[config.mk]
export PLATFORM = sky130hd
export DESIGN_NAME = copl_ctrl
export DESIGN_NICKNAME = d
export VERILOG_FILES = /design/src/rtl/copl_pkg.sv /design/src/rtl/copl_ctrl.sv
export SDC_FILE = /design/constraint.sdc
export NUM_CORES = 1
export LEC_CHECK = 0
export BUFFER_PORTS_ARGS = -buffer_cell sky130_fd_sc_hd__clkbuf_2
export CAP_MARGIN = 10
export CORE_AREA = 2 2 39 41
export DETAILED_ROUTE_END_ITERATION = 16
export DIE_AREA = 0 0 41 43
export RECOVER_POWER = 100
export SLEW_MARGIN = 30
export SYNTH_ARGS = -nofsm -noshare
export SYNTH_HDL_FRONTEND = slang
export SYNTH_SLANG_ARGS = --single-unit
[constraint.sdc]
create_clock -name clk -period 2.2 [get_ports clk]
set_input_delay 0.44 -clock clk [delete_from_list [all_inputs] [get_ports clk]]
set_output_delay 0.44 -clock clk [all_outputs]
set_load 0.005 [all_outputs]
[src/rtl/copl_pkg.sv]
`default_nettype none
package copl_pkg;

    localparam int MAX_IN_MAPS  = 4;
    localparam int MAX_OUT_MAPS = 8;
    localparam int MAX_DIM      = 64;
    localparam int MAX_KERNEL   = 7;

    localparam int KSLOTS    = MAX_KERNEL * MAX_KERNEL * MAX_IN_MAPS;
    localparam int KROWS     = KSLOTS / MAX_IN_MAPS;
    localparam int PIX_DEPTH = MAX_DIM * MAX_DIM;
    localparam int PIX_AW    = $clog2(PIX_DEPTH);
    localparam int WB_DEPTH  = MAX_OUT_MAPS * KROWS;
    localparam int WB_AW     = $clog2(WB_DEPTH);
    localparam int ACC_W     = 40;
    localparam int DIV_NW    = 14;
    localparam int DIV_DW    = 8;
    localparam int RES_W     = 28;

    typedef logic [1:0] op_t;
    localparam op_t OP_WEIGHT = 2'd0;
    localparam op_t OP_PIXEL  = 2'd1;
    localparam op_t OP_QUERY  = 2'd2;

    typedef logic [2:0] cfg_idx_t;
    localparam cfg_idx_t CFG_IN_WIDTH   = 3'd0;
    localparam cfg_idx_t CFG_IN_HEIGHT  = 3'd1;
    localparam cfg_idx_t CFG_OUT_WIDTH  = 3'd2;
    localparam cfg_idx_t CFG_OUT_HEIGHT = 3'd3;
    localparam cfg_idx_t CFG_KERNEL_W   = 3'd4;
    localparam cfg_idx_t CFG_KERNEL_H   = 3'd5;
    localparam cfg_idx_t CFG_NUM_MAPS   = 3'd6;
    localparam cfg_idx_t CFG_LEAK       = 3'd7;

    typedef struct packed {
        logic wr_weight;
        logic wr_pixel;
        logic load;
        logic scan_init;
        logic scan_step;
        logic mul;
        logic round;
        logic out_load;
    } copl_cmd_t;

    typedef struct packed {
        logic div_busy;
        logic scan_last;
        logic pipe_busy;
        logic out_free;
    } copl_stat_t;

    function automatic logic [6:0] clamp_dim(input logic [6:0] v);
        logic [6:0] r;
        if (v == 7'd0)
            r = 7'd1;
        else if (v > 7'(MAX_DIM))
            r = 7'(MAX_DIM);
        else
            r = v;
        return r;
    endfunction

    function automatic logic [2:0] clamp_kernel(input logic [2:0] v);
        logic [2:0] r;
        if (v == 3'd0)
            r = 3'd1;
        else if (v > 3'(MAX_KERNEL))
            r = 3'(MAX_KERNEL);
        else
            r = v;
        return r;
    endfunction

    function automatic logic [2:0] clamp_maps(input logic [2:0] v);
        logic [2:0] r;
        if (v == 3'd0)
            r = 3'd1;
        else if (v > 3'(MAX_IN_MAPS))
            r = 3'(MAX_IN_MAPS);
        else
            r = v;
        return r;
    endfunction

endpackage
`default_nettype wire

[src/rtl/copl_ctrl.sv]
`default_nettype none
module copl_ctrl (
    input  wire logic                   clk,
    input  wire logic                   rst_n,
    input  wire logic                   in_valid,
    input  wire copl_pkg::op_t          op,
    output logic                        in_ready,
    input  wire copl_pkg::copl_stat_t   stat,
    output copl_pkg::copl_cmd_t         cmd
);
    import copl_pkg::*;

    typedef enum logic [2:0] {
        ST_IDLE,
        ST_DIV,
        ST_SCAN,
        ST_DRAIN,
        ST_MUL,
        ST_ROUND,
        ST_OUT
    } state_t;

    state_t state_reg;
    state_t state_next;
    logic   accept;

    assign accept   = in_valid && (state_reg == ST_IDLE);
    assign in_ready = (state_reg == ST_IDLE);

    always_comb
    begin
        cmd           = '0;
        state_next    = state_reg;
        cmd.wr_weight = accept && (op == OP_WEIGHT);
        cmd.wr_pixel  = accept && (op == OP_PIXEL);
        cmd.load      = accept && (op == OP_QUERY);
        case (state_reg)
            ST_IDLE:
            begin
                if (cmd.load)
                begin
                    state_next = ST_DIV;
                end
            end
            ST_DIV:
            begin
                if (!stat.div_busy)
                begin
                    cmd.scan_init = 1'b1;
                    state_next    = ST_SCAN;
                end
            end
            ST_SCAN:
            begin
                cmd.scan_step = 1'b1;
                if (stat.scan_last)
                begin
                    state_next = ST_DRAIN;
                end
            end
            ST_DRAIN:
            begin
                if (!stat.pipe_busy)
                begin
                    state_next = ST_MUL;
                end
            end
            ST_MUL:
            begin
                cmd.mul    = 1'b1;
                state_next = ST_ROUND;
            end
            ST_ROUND:
            begin
                cmd.round  = 1'b1;
                state_next = ST_OUT;
            end
            ST_OUT:
            begin
                if (stat.out_free)
                begin
                    cmd.out_load = 1'b1;
                    state_next   = ST_IDLE;
                end
            end
            default:
            begin
                state_next = ST_IDLE;
            end
        endcase
    end

    always_ff @(posedge clk or negedge rst_n)
    begin
        if (!rst_n)
        begin
            state_reg <= ST_IDLE;
        end
        else
        begin
            state_reg <= state_next;
        end
    end

endmodule
`default_nettype wire

==> metrics.md <==
| Metric | Value |
|---|---|
| GRT Util Overall | 10.5% |
| H-tree depth | 1 |
| Worst-skew pair later-pin latency | 0.24 ns |
| Hold Fails Final Rpt | 0 |
| Vias | 294 |
| Synth unique cells | 18 |
| LEAKAGE | 0.000181 uW |
| Period utilization | 86.3% |
| RSZ-0062 raised after global routing | false |
| Die ar. | 1760 sq um |
| Largest net degree at the start of global routing | 12 |
| Initial antenna violation count | 0 |
| Antenna viol nets, final | 0 |
| Adder-Cell Fraction of Synth Area | 0% |
| Global-route wire length before repair | 1170 microns |
| Nets@finish | 62 |
| M2 GR Usage | 12.5% |
| Yosys warning count | 0 |
| Xor-xnor portion of the synthesized cell area | 0% |
| Die Y | 43 microns |
| Crit-path slowest cell | dfrtp_1 |
| CP Max Fanout | 11 |
| RD Place Congestion | 0.731 |
| Peak VDD IR | 0.316 mV |
| Max reg flops | 3 |
| Cell area after synthesis | 269 sq um |
| Via count of the first global-routing pass | 286 |
| Critical path class | reg -> out |
| Sequential element share of the synthesized area | 27.9% |
| Max Buffers Root-to-Sink | 2 |
| DRC Markers | 0 |
| CP Cell Sequence | nor3_1 -> nand2_1 -> nor3b_1 -> clkbuf_1 |
| Setup TNS | 0 ns |
| GR Util met3 | 3.14% |
| Synthesized flop and latch total | 3 |
| WP data arrival | 1.46 ns |
| Fmax | 527 MHz |
| Hold Path Class | in -> reg |
| Clk slew on worst S/H paths | 0.04 ns |
| CTS sink count | 3 |
| Mean post-synth cell area | 8.15 sq um |
| Slew @ Worst Pin | 0.332 ns |
| Synth top area share | 27.9% |
| CTS root buf | clkbuf_4 |
| Synth Instances | 33 |
| Io pins | 18 |
| Share of post-route cells with drive strength above 1 | 34.6% |
| CTS tree | built |
| Horiz. Die Dim | 41 microns |
| Pre-antenna DRT Iters | 2 |
| Outcome | complete, no violations |
| Area contributors post-synth | dfrtp_1 28%, buf_6 8.4%, a32o_1 7.4%, nor3_4 6.0%, nor3_1 5.6% |
| Gr ovfl total | 0 |
| PwrDens | 1200 nW/um^2 |
| Area Overhead vs Synth | 36.7% |
| Antenna fix cells | 0 |
| Req. time, crit path | 1.76 ns |
| Slew Viols, Final | 0 |
| Initial Util | 19.4% |
| Core box area | 1380 sq um |
| Main combinational cell family by area after synthesis | simple AND/OR/NAND/NOR gates |
| WL final | 694 microns |
| # resized after CTS | 0 |
| CP max stage delay | 0.47 ns |
| Grt peak-use layer | met1 |
| Synthesized Nets | 42 |
| Final setup viols | 0 |
| Post-route cell area | 368 sq um |
| Clock Skew | 0.00221 ns |
| Routed len/inst | 10.2 microns |
| Drt initial violations | 7 |
| Min Tclk post-route | 1.90 ns |
| Site Rows | 14 |
| Max-Cap Viols | 0 |
| GR Util met1 | 12.9% |
| Hpwl dp | 494 microns |
| I/O Buffers | 17 |
| Dpl cell area | 347 sq um |
| Largest area contributor in the netlist | dfrtp_1 |
| Crit path capture type | output port |
| Fraction of synthesized area in multiplexers | 4.19% |
| Slew HR | 77.9% |
| Vias/cell | 4.32 |
| Hold Slack | 0.509 ns |
| Compound-Gate Fraction of Synth Area | 20.0% |
| Startpoint Class | flip-flop |
| Final Util | 26.6% |
| Total CTS buffers | 3 |
| Simple-gate share of the synthesized area | 32.1% |
==> Yosys cell counts <==
| cell type | n |
|---|---|
| o21ai_0 | 2 |
| dfrtp_1 | 3 |
| buf_2 | 1 |
| inv_1 | 4 |
| nor3_4 | 1 |
| buf_6 | 2 |
| nor3b_1 | 1 |
| nor2_1 | 4 |
| mux2_2 | 1 |
| nand2b_1 | 1 |
| nor4b_1 | 1 |
| a32o_1 | 2 |
| a311o_1 | 1 |
| nand2_1 | 3 |
| o22ai_1 | 1 |
| a21boi_0 | 1 |
| and3_1 | 1 |
| nor3_1 | 3 |
==> repair_timing <==
action	in CTS	in global routing
buffers inserted	0	0
hold buffers	1	0
hold endpoints to repair	3	0
==> routing by layer <==
layer / up-vias / routed length (microns)
met2: 12 / 327
met3: 0 / 60
met5: - / 0
met4: 0 / 0
met1: 127 / 306
li1: 155 / -
==> layout by cell type, fill, tap and decap left out <==
master         instances
o21ai_0                2
clkbuf_1               4
nor2_1                 4
a311o_1                1
o22ai_1                1
nor4b_1                1
nand2b_1               1
mux2_2                 1
clkbuf_2              14
dlygate4sd3_1          1
clkbuf_4               3
nor3b_1                1
inv_1                  4
and3_1                 1
a21boi_0               1
a32o_1                 2
nor3_1                 4
nand2_1                3
dfrtp_1                3
==> critical path: cells and delay by family, from the launching register on <==
| family | cells | cell delay, ns |
|---|---|---|
| flip-flops | 1 | 0.47 |
| AND/OR/NAND/NOR | 3 | 0.61 |
| buffers and inverters | 1 | 0.13 |
==> final cells by class <==
| type | count | area (sq um) |
|---|---|---|
| Tap cell | 16 | 20.0 |
| Inverter | 4 | 15.0 |
| Clock buffer | 4 | 26.3 |
| Timing Repair Buffer | 18 | 91.3 |
| Multi-Input combinational cell | 23 | 140 |
| Fill cell | 165 | 1020 |
| Sequential cell | 3 | 75.1 |
==> metrics by stage <==
| stage | total power, uW | worst slack [ns] | cells |
|---|---|---|---|
| 6_report | 443 | 0.301 | 68 |
| 5_1_grt | 485 | 0.139 | 68 |
| 4_1_cts | 472 | 0.331 | 68 |
| 3_5_place_dp | 365 | 0.595 | 63 |
| 3_3_place_gp | 363 | 0.645 | 63 |
| 2_1_floorplan | 331 | 0.755 | 33 |
==> where the power goes <==
group / switching [uW] / leakage (uW) / internal (uW) / total [uW]
clock: 32.9 / 0.0000150 / 68.3 / 101
sequential: 66.9 / 0.0000378 / 82.2 / 149
combinational: 86.6 / 0.000128 / 106 / 193
==> logic make-up (layout without fill, tap and decap cells) <==
group / Yosys count / in the layout
AND/OR/NAND/NOR: 15 / 15
AO/OA/AOI/OAI: 7 / 7
buffers and inverters: 7 / 26
flip-flops: 3 / 3
multiplexers: 1 / 1
==> worst paths after layout <==
| kind | start | endpoint | slack [ns] | cells after the start |
|---|---|---|---|---|
| max in group asynchronous | rst_n | state_reg[1] | 1.50 | 2 |
| min in group asynchronous | rst_n | state_reg[0] | 0.54 | 2 |
| worst max-delay path | state_reg[0] | cmd[5] | 0.30 | 4 |
| worst min register to register | state_reg[1] | state_reg[1] | 0.65 | 1 |
| worst min-delay path | stat[0] | state_reg[1] | 0.51 | 4 |
| worst max register to register | state_reg[2] | state_reg[0] | 0.98 | 2 |
(Power assumes the default switching activity.)
